### config.mk
export PLATFORM = sky130hd
export DESIGN_NAME = sparse_graph_census_cost_flat
export DESIGN_NICKNAME = d
export VERILOG_FILES = /design/src/rtl/sgcc_pkg.sv /design/src/rtl/sgcc_ifs.sv /design/src/rtl/sgcc_lane.sv /design/src/rtl/sgcc_merge.sv /design/src/rtl/sparse_graph_census_cost.sv /design/src/flat_wrapper.sv
export VERILOG_INCLUDE_DIRS = /design/src /design/src/rtl
export SDC_FILE = /design/constraint.sdc
export NUM_CORES = 1
export LEC_CHECK = 0
export BUFFER_PORTS_ARGS = -buffer_cell sky130_fd_sc_hd__clkbuf_2
export CAP_MARGIN = 25
export CORE_MARGIN = 2
export CORE_UTILIZATION = 35
export DETAILED_ROUTE_END_ITERATION = 12
export GPL_TIMING_DRIVEN = 0
export PLACE_DENSITY = 0.58
export SLEW_MARGIN = 25
export SYNTH_ARGS = -nofsm -noshare
export SYNTH_HDL_FRONTEND = slang
export SYNTH_SLANG_ARGS = --single-unit
### constraint.sdc
create_clock -name clk -period 4.4 [get_ports clk]
set_clock_uncertainty 0.15 [all_clocks]
set_input_delay 0.88 -clock clk [delete_from_list [all_inputs] [get_ports clk]]
set_output_delay 0.88 -clock clk [all_outputs]
set_load 0.01 [all_outputs]
### src/rtl/sparse_graph_census_cost_defines.svh
// Assertion macros for the graph census cost RTL.
`ifndef SPARSE_GRAPH_CENSUS_COST_DEFINES_SVH
`define SPARSE_GRAPH_CENSUS_COST_DEFINES_SVH

// Checks that the consequent holds in the same cycle as the antecedent.
`define SGCC_ASSERT_NOW(label, ante, cons, msg) \
  label: assert property (@(posedge clk) disable iff (!rst_n) (ante) |-> (cons)) \
    else $error(msg);

// Checks that the consequent holds in the cycle after the antecedent.
`define SGCC_ASSERT_NEXT(label, ante, cons, msg) \
  label: assert property (@(posedge clk) disable iff (!rst_n) (ante) |=> (cons)) \
    else $error(msg);

`endif

### src/rtl/sgcc_pkg.sv
// Package with the types, edge tables and agree count helper function of the graph census cost block.
package sgcc_pkg;

  localparam int PIXEL_BITS_DEFAULT = 16;
  localparam int POINT_COUNT        = 9;
  localparam int EDGE_COUNT         = 20;
  localparam int PT_IDX_W           = 4;
  localparam int CODE_W             = 20;
  localparam int AGREE_W            = 5;

  typedef logic [PT_IDX_W-1:0] pt_idx_t;
  typedef logic [CODE_W-1:0]   code_t;
  typedef logic [AGREE_W-1:0]  agree_t;

  typedef enum logic {
    KIND_REFERENCE = 1'b0,
    KIND_CANDIDATE = 1'b1
  } kind_t;

  typedef struct packed {
    logic  valid;
    kind_t kind;
  } stage_ctrl_t;

  // First and second point of every edge, in bit order of the census code.
  localparam pt_idx_t EDGE_FROM [EDGE_COUNT] = '{
    4'd0, 4'd0, 4'd0,
    4'd1, 4'd1, 4'd1, 4'd1,
    4'd2, 4'd2,
    4'd3, 4'd3, 4'd3,
    4'd4, 4'd4, 4'd4, 4'd4,
    4'd5, 4'd5,
    4'd6,
    4'd7
  };

  localparam pt_idx_t EDGE_TO [EDGE_COUNT] = '{
    4'd1, 4'd4, 4'd3,
    4'd2, 4'd5, 4'd4, 4'd3,
    4'd5, 4'd4,
    4'd4, 4'd7, 4'd6,
    4'd5, 4'd8, 4'd7, 4'd6,
    4'd8, 4'd7,
    4'd7,
    4'd8
  };

  function automatic agree_t agree_of(code_t diff);
    agree_t cnt;
    cnt = '0;
    for (int k = 0; k < EDGE_COUNT; k++) begin
      cnt = cnt + agree_t'(diff[k]);
    end
    return agree_t'(EDGE_COUNT) - cnt;
  endfunction

endpackage

### src/rtl/sgcc_ifs.sv
// Valid/ready channel interfaces for the window items and the result items.
interface sgcc_in_if #(
  parameter int PIXEL_BITS = sgcc_pkg::PIXEL_BITS_DEFAULT
);
  logic                  valid;
  logic                  ready;
  logic                  kind;
  logic [PIXEL_BITS-1:0] pt_top_left;
  logic [PIXEL_BITS-1:0] pt_top;
  logic [PIXEL_BITS-1:0] pt_top_right;
  logic [PIXEL_BITS-1:0] pt_left;
  logic [PIXEL_BITS-1:0] pt_center;
  logic [PIXEL_BITS-1:0] pt_right;
  logic [PIXEL_BITS-1:0] pt_bottom_left;
  logic [PIXEL_BITS-1:0] pt_bottom;
  logic [PIXEL_BITS-1:0] pt_bottom_right;

  modport source (
    output valid, kind, pt_top_left, pt_top, pt_top_right, pt_left, pt_center,
           pt_right, pt_bottom_left, pt_bottom, pt_bottom_right,
    input  ready
  );

  modport sink (
    input  valid, kind, pt_top_left, pt_top, pt_top_right, pt_left, pt_center,
           pt_right, pt_bottom_left, pt_bottom, pt_bottom_right,
    output ready
  );
endinterface

interface sgcc_out_if;
  import sgcc_pkg::*;

  logic   valid;
  logic   ready;
  code_t  census_code;
  agree_t agree_count;
  logic   cost_valid;

  modport source (output valid, census_code, agree_count, cost_valid, input ready);
  modport sink (input valid, census_code, agree_count, cost_valid, output ready);
endinterface

### src/rtl/sgcc_lane.sv
// One comparator lane that registers whether the first point of an edge is below the second.
module sgcc_lane #(
  parameter int PIXEL_BITS = sgcc_pkg::PIXEL_BITS_DEFAULT
) (
  input  logic                  clk,
  input  logic                  en,
  input  logic [PIXEL_BITS-1:0] pt_a,
  input  logic [PIXEL_BITS-1:0] pt_b,
  output logic                  lt_r
);
  import sgcc_pkg::*;

  always_ff @(posedge clk) begin
    if (en) begin
      lt_r <= (pt_a < pt_b);
    end
  end

endmodule

### src/rtl/sgcc_merge.sv
// Merge stage that holds the reference code, counts agreeing edges and registers the result.
`include "sparse_graph_census_cost_defines.svh"

module sgcc_merge (
  input  logic                  clk,
  input  logic                  rst_n,
  input  sgcc_pkg::stage_ctrl_t s1,
  input  sgcc_pkg::code_t       code,
  input  logic                  out_ready,
  output logic                  adv,
  output logic                  out_valid,
  output sgcc_pkg::code_t       census_code,
  output sgcc_pkg::agree_t      agree_count,
  output logic                  cost_valid
);
  import sgcc_pkg::*;

  logic   out_valid_r, out_valid_nxt;
  code_t  code_r, code_nxt;
  agree_t agree_r, agree_nxt;
  logic   cost_valid_r, cost_valid_nxt;
  code_t  ref_r, ref_nxt;

  always_comb begin
    adv            = !out_valid_r || out_ready;
    out_valid_nxt  = out_valid_r;
    code_nxt       = code_r;
    agree_nxt      = agree_r;
    cost_valid_nxt = cost_valid_r;
    ref_nxt        = ref_r;
    if (adv) begin
      out_valid_nxt = s1.valid;
      if (s1.valid) begin
        code_nxt = code;
        if (s1.kind == KIND_CANDIDATE) begin
          agree_nxt      = agree_of(code ^ ref_r);
          cost_valid_nxt = 1'b1;
        end else begin
          agree_nxt      = '0;
          cost_valid_nxt = 1'b0;
          ref_nxt        = code;
        end
      end
    end
  end

  always_ff @(posedge clk) begin
    if (!rst_n) begin
      out_valid_r <= 1'b0;
      ref_r       <= '0;
    end else begin
      out_valid_r <= out_valid_nxt;
      ref_r       <= ref_nxt;
    end
  end

  always_ff @(posedge clk) begin
    code_r       <= code_nxt;
    agree_r      <= agree_nxt;
    cost_valid_r <= cost_valid_nxt;
  end

  assign out_valid   = out_valid_r;
  assign census_code = code_r;
  assign agree_count = agree_r;
  assign cost_valid  = cost_valid_r;

  `SGCC_ASSERT_NOW(a_ref_zero_agree, out_valid_r && !cost_valid_r, agree_r == '0, "Reference item carries a nonzero agree count.")
  `SGCC_ASSERT_NOW(a_agree_range, out_valid_r, agree_r <= agree_t'(EDGE_COUNT), "Agree count exceeds the edge count.")
  `SGCC_ASSERT_NEXT(a_ref_stored, adv && s1.valid && s1.kind == KIND_REFERENCE, ref_r == $past(code), "Reference code not stored.")
  `SGCC_ASSERT_NEXT(a_out_source, adv && !s1.valid, !out_valid_r, "Result appeared without an item in the lane stage.")

endmodule

### src/rtl/sparse_graph_census_cost.sv
// Top level of the graph census cost block: input handshake, comparator lanes and merge stage.
// The block takes one 3x3 window item per clock cycle while the output is not stalled and
// returns one result item for each. First the twenty comparator lanes compare the window's
// points along the graph edges and register one bit each; then the merge stage assembles the
// census code, compares it with the stored reference code, counts the agreeing edges and
// registers the result. A reference item replaces the stored code in order, so every later
// candidate item sees it. After reset the stored reference code is zero.
module sparse_graph_census_cost #(
  parameter int PIXEL_BITS = sgcc_pkg::PIXEL_BITS_DEFAULT
) (
  input logic         clk,
  input logic         rst_n,
  sgcc_in_if.sink     in_ch,
  sgcc_out_if.source  out_ch
);
  import sgcc_pkg::*;

  logic [PIXEL_BITS-1:0] pts [POINT_COUNT];
  stage_ctrl_t           s1_r, s1_nxt;
  logic                  s1_en;
  logic                  lane_en;
  logic                  merge_adv;
  code_t                 lane_code;

  assign pts[0] = in_ch.pt_top_left;
  assign pts[1] = in_ch.pt_top;
  assign pts[2] = in_ch.pt_top_right;
  assign pts[3] = in_ch.pt_left;
  assign pts[4] = in_ch.pt_center;
  assign pts[5] = in_ch.pt_right;
  assign pts[6] = in_ch.pt_bottom_left;
  assign pts[7] = in_ch.pt_bottom;
  assign pts[8] = in_ch.pt_bottom_right;

  always_comb begin
    s1_en        = !s1_r.valid || merge_adv;
    in_ch.ready  = s1_en;
    lane_en      = in_ch.valid && s1_en;
    s1_nxt       = s1_r;
    if (s1_en) begin
      s1_nxt.valid = in_ch.valid;
      s1_nxt.kind  = kind_t'(in_ch.kind);
    end
  end

  always_ff @(posedge clk) begin
    if (!rst_n) begin
      s1_r <= '{valid: 1'b0, kind: KIND_REFERENCE};
    end else begin
      s1_r <= s1_nxt;
    end
  end

  for (genvar k = 0; k < EDGE_COUNT; k++) begin : g_lane
    sgcc_lane #(
      .PIXEL_BITS(PIXEL_BITS)
    ) u_lane (
      .clk  (clk),
      .en   (lane_en),
      .pt_a (pts[EDGE_FROM[k]]),
      .pt_b (pts[EDGE_TO[k]]),
      .lt_r (lane_code[k])
    );
  end

  sgcc_merge u_merge (
    .clk         (clk),
    .rst_n       (rst_n),
    .s1          (s1_r),
    .code        (lane_code),
    .out_ready   (out_ch.ready),
    .adv         (merge_adv),
    .out_valid   (out_ch.valid),
    .census_code (out_ch.census_code),
    .agree_count (out_ch.agree_count),
    .cost_valid  (out_ch.cost_valid)
  );

endmodule

### src/flat_wrapper.sv
// flat-port wrapper written by rule: the top's interface ports become plain ports
module sparse_graph_census_cost_flat import sgcc_pkg::*;
#(
  parameter int PIXEL_BITS = sgcc_pkg::PIXEL_BITS_DEFAULT
)
  (clk, rst_n, in_ch_valid, in_ch_kind, in_ch_pt_top_left, in_ch_pt_top, in_ch_pt_top_right, in_ch_pt_left, in_ch_pt_center, in_ch_pt_right, in_ch_pt_bottom_left, in_ch_pt_bottom, in_ch_pt_bottom_right, in_ch_ready, out_ch_valid, out_ch_census_code, out_ch_agree_count, out_ch_cost_valid, out_ch_ready);
  sgcc_in_if #(.PIXEL_BITS(PIXEL_BITS)) in_ch_i ();
  sgcc_out_if out_ch_i ();
  input logic clk;
  input logic rst_n;
  input wire logic [$bits(in_ch_i.valid)-1:0] in_ch_valid;
  input wire logic [$bits(in_ch_i.kind)-1:0] in_ch_kind;
  input wire logic [$bits(in_ch_i.pt_top_left)-1:0] in_ch_pt_top_left;
  input wire logic [$bits(in_ch_i.pt_top)-1:0] in_ch_pt_top;
  input wire logic [$bits(in_ch_i.pt_top_right)-1:0] in_ch_pt_top_right;
  input wire logic [$bits(in_ch_i.pt_left)-1:0] in_ch_pt_left;
  input wire logic [$bits(in_ch_i.pt_center)-1:0] in_ch_pt_center;
  input wire logic [$bits(in_ch_i.pt_right)-1:0] in_ch_pt_right;
  input wire logic [$bits(in_ch_i.pt_bottom_left)-1:0] in_ch_pt_bottom_left;
  input wire logic [$bits(in_ch_i.pt_bottom)-1:0] in_ch_pt_bottom;
  input wire logic [$bits(in_ch_i.pt_bottom_right)-1:0] in_ch_pt_bottom_right;
  output wire logic [$bits(in_ch_i.ready)-1:0] in_ch_ready;
  output wire logic [$bits(out_ch_i.valid)-1:0] out_ch_valid;
  output wire logic [$bits(out_ch_i.census_code)-1:0] out_ch_census_code;
  output wire logic [$bits(out_ch_i.agree_count)-1:0] out_ch_agree_count;
  output wire logic [$bits(out_ch_i.cost_valid)-1:0] out_ch_cost_valid;
  input wire logic [$bits(out_ch_i.ready)-1:0] out_ch_ready;
  assign in_ch_i.valid = in_ch_valid;
  assign in_ch_i.kind = in_ch_kind;
  assign in_ch_i.pt_top_left = in_ch_pt_top_left;
  assign in_ch_i.pt_top = in_ch_pt_top;
  assign in_ch_i.pt_top_right = in_ch_pt_top_right;
  assign in_ch_i.pt_left = in_ch_pt_left;
  assign in_ch_i.pt_center = in_ch_pt_center;
  assign in_ch_i.pt_right = in_ch_pt_right;
  assign in_ch_i.pt_bottom_left = in_ch_pt_bottom_left;
  assign in_ch_i.pt_bottom = in_ch_pt_bottom;
  assign in_ch_i.pt_bottom_right = in_ch_pt_bottom_right;
  assign in_ch_ready = in_ch_i.ready;
  assign out_ch_valid = out_ch_i.valid;
  assign out_ch_census_code = out_ch_i.census_code;
  assign out_ch_agree_count = out_ch_i.agree_count;
  assign out_ch_cost_valid = out_ch_i.cost_valid;
  assign out_ch_i.ready = out_ch_ready;
  sparse_graph_census_cost #(.PIXEL_BITS(PIXEL_BITS)) u_core (.clk(clk), .rst_n(rst_n), .in_ch(in_ch_i), .out_ch(out_ch_i));
endmodule
==> results.sh <==
export IMPL_vdd_drop_max_mv=0.702
export IMPL_grt_max_degree=21
export IMPL_io_buffers=176
export IMPL_drc=0
export IMPL_swShare_pct=39.3
export IMPL_cts_buffers_inserted=9
export IMPL_final_hold_viol_count=0
export IMPL_pre_cts_slack_ns=-0.239
export IMPL_p_per_area_nw_per_um2=409
export IMPL_ys_ff_latch=69
export IMPL_violations="setup timing"
export IMPL_dr_first_iter_drc_count=231
export IMPL_gp_congestion=0.831
export IMPL_critical_path_top_delay_family="adder cells"
export IMPL_design_die_area_um2=29700
export IMPL_fmax_mhz=217
export IMPL_synth_compound_area_share_pct=19.4
export IMPL_placed_cells=1649
export IMPL_multi_input_area_um2=7550
export IMPL_pwr_share_clk_pct=13.2
export IMPL_synth_top_family_by_area="adder cells"
export IMPL_path_depth=15
export IMPL_seq_area_frac_synth_pct=18.6
export IMPL_slowest_delay_ns=0.54
export IMPL_io_pin_count=177
export IMPL_postLayoutSetupSlackWorst_ns=-0.199
export IMPL_die_h_um=172
export IMPL_yosysWarnings=0
export IMPL_crit_type="flop to flop"
export IMPL_fillers=2807
export IMPL_viasPerCell=4.95
export IMPL_rsz0062_at_grt="yes"
export IMPL_cp_arrival_ns=4.53
export IMPL_vias=8283
export IMPL_grt_overflow_total=0
export IMPL_clk_pin_slew_worst_paths_ns=0.05
export IMPL_final_cell_mix="ha_1 (312), clkbuf_2 (176), inv_1 (159)"
export IMPL_ctsHtreeMaxLevel=3
export IMPL_dp_hpwl_um=23300
export IMPL_instances_no_fill=1673
export IMPL_slew_violations=0
export IMPL_root_buffer="clkbuf_16"
export IMPL_worstMarginPinSlew_ns=0.955
export IMPL_grt_pass1_vias=8204
export IMPL_cts_tree="built"
export IMPL_routedWlPerCell_um=15.5
export IMPL_nNetsFinal=1770
export IMPL_syn_cell_area_um2=9910
export IMPL_endpoint_kind="flop"
export IMPL_path_buf_inv=2
export IMPL_synthCells=1094
export IMPL_start_kind="flop"
export IMPL_die_w_um=172
export IMPL_path_cells="xnor2_2, fa_1, inv_1, ha_2, fa_2, fa_2, fa_2, fa_1, ha_4, inv_2, ha_4, a21o_1, a21oi_2, xnor2_1, and2_1"
export IMPL_required_ns=4.33
export IMPL_p_leak_nw=6.28
export IMPL_postSynthAreaPerCell_um2=9.06
export IMPL_fin_crit_sh_pct=105
export IMPL_drive_gt1_share_pct=17.5
export IMPL_min_period_ns=4.60
export IMPL_cts_buffer_depth=2
export IMPL_seqCellArea_um2=1840
export IMPL_outcome="finished with violations"
export IMPL_pwr_share_comb_pct=69.3
export IMPL_antenna_found_initial=2
export IMPL_synth_xor_xnor_area_share_pct=2.03
export IMPL_cp_max_fo=2
export IMPL_ant_nets=0
export IMPL_synthMuxAreaShare_pct=0
export IMPL_synth_fa_ha_area_share_pct=43.0
export IMPL_p_sw_w=0.00188
export IMPL_grt_pass1_wl_um=41200
export IMPL_synth_fp_nets=1575
export IMPL_clock_sinks=69
export IMPL_synthToLayoutAreaGrowth_pct=18.3
export IMPL_cp_slowest_cell="fa_1"
export IMPL_coreArea_um2=27900
export IMPL_holdPathStages=2
export IMPL_final_common_cell="ha_1"
export IMPL_final_core_util_pct=42.1
export IMPL_holdCritPathClass="flop to flop"
export IMPL_drt_pass1_iterations=5
export IMPL_whs_ns=0.313
export IMPL_p_int_w=0.00291
export IMPL_core_rowCount=61
export IMPL_cp_common_cell="fa_2"
export IMPL_slew_limit_headroom_pct=36.3
export IMPL_rr_worst_depth=15
export IMPL_p_total_w=0.00479
export IMPL_setup_viol=3
export IMPL_initial_utilization_pct=35.6
export IMPL_cap_violations=0
export IMPL_holdBufCountCts=0
export IMPL_synth_simple_area_share_pct=10.6
export IMPL_grt_total_usage_pct=18.0
export IMPL_clk_latency_ns=0.33
export IMPL_drt_total_wl_um=25900
export IMPL_yosysUniqueCellTypes=33
export IMPL_p_seq_share_pct=17.5
## layer usage
layer | global-route usage, % | wire length [um]
met1 | 21.3 | 11400
met2 | 33.5 | 12900
met3 | 2.70 | 992
met4 | 5.12 | 603
met5 | 0 | 26
## logic make-up after synthesis
kind of cell             Yosys count
flip-flops                        69
adder cells (fa/ha/maj)          332
AND/OR/NAND/NOR                  216
AO/OA/AOI/OAI                    285
XOR/XNOR                          23
buffers and inverters            169
## repair_timing
action | 4_1_cts | 5_1_grt
buffers inserted | 4 | 3
pin swaps | 2 | 0
endpoints found under the setup margin | 3 | 3
resized for setup | 4 | 2
## through the flow
step / setup TNS [ns] / instance area (um2)
global route: -0.793 / 11700
global placement: -0.375 / 11300
floorplan: -0.112 / 9990
CTS: -0.516 / 11700
finish: -0.466 / 11700
detailed placement: -0.460 / 11400
## cells in the mapped netlist, drive strengths merged
master,n,share of area (%)
a2111oi,18,2.1
xnor2,16,1.4
a21oi,84,4.2
a21o,61,4.6
nand2b,19,1.2
o311ai,18,1.6
edfxtp,46,14
and3,18,1.1
fa,14,2.8
ha,318,40
a211oi,4,0.30
and2,5,0.32
dfxtp,23,4.6
o21ai,42,2.1
inv,163,6.2
buf,2,0.10
nand2,84,3.2
a21boi,21,1.6
nor3,2,0.10
xor2,7,0.62
nand3,1,0.050
nor2b,8,0.53
clkbuf,4,0.15
nor2,38,1.4
and2b,1,0.076
and4,2,0.18
nand4,38,2.4
o21a,37,2.8
## final timing paths
kind	startpoint	to	slack [ns]
max	u_core.g_lane[3].u_lane.lt_r	u_core.u_merge.agree_count[4]	-0.20
max reg2reg	u_core.g_lane[3].u_lane.lt_r	u_core.u_merge.agree_count[4]	-0.20
min reg2reg	u_core.u_merge.ref_r[13]	u_core.u_merge.ref_r[13]	0.31
min	u_core.u_merge.ref_r[13]	u_core.u_merge.ref_r[13]	0.31
## worst min-delay path, cell delays in order, from the launching register on
cell and delay, ns:
dfxtp_1 0.31, nand2_1 0.05, a21boi_1 0.05
## power groups by stage
stage	logic [W]	clock network [W]	registers [W]
2_1_floorplan	0.00230	0	0.000859
3_5_place_dp	0.00298	0	0.000852
3_3_place_gp	0.00289	0	0.000851
6_report	0.00332	0.000635	0.000838
5_1_grt	0.00387	0.000686	0.000847
4_1_cts	0.00331	0.000658	0.000839
## flip-flops by register name, indices dropped and copies added (netlist names)
register / flops
u_core.u_merge.agree_count: 5
u_core.u_merge.ref_r: 20
u_core.s1_r: 2
u_core.g_lane.u_lane.lt_r: 20
u_core.u_merge.out_valid: 1
u_core.u_merge.cost_valid: 1
u_core.u_merge.census_code: 20
## layout make-up
type	instances	share of cell area, %
clock buffer	14	2.17
clock inverter	2	0.0747
antenna	1	0.0213
inverter	163	5.24
multi-input combinational	856	64.4
timing repair buffer	184	8.19
sequential	69	15.7
buffer	6	0.213
tap	378	4.03
Power figures use the tool's default switching activity.
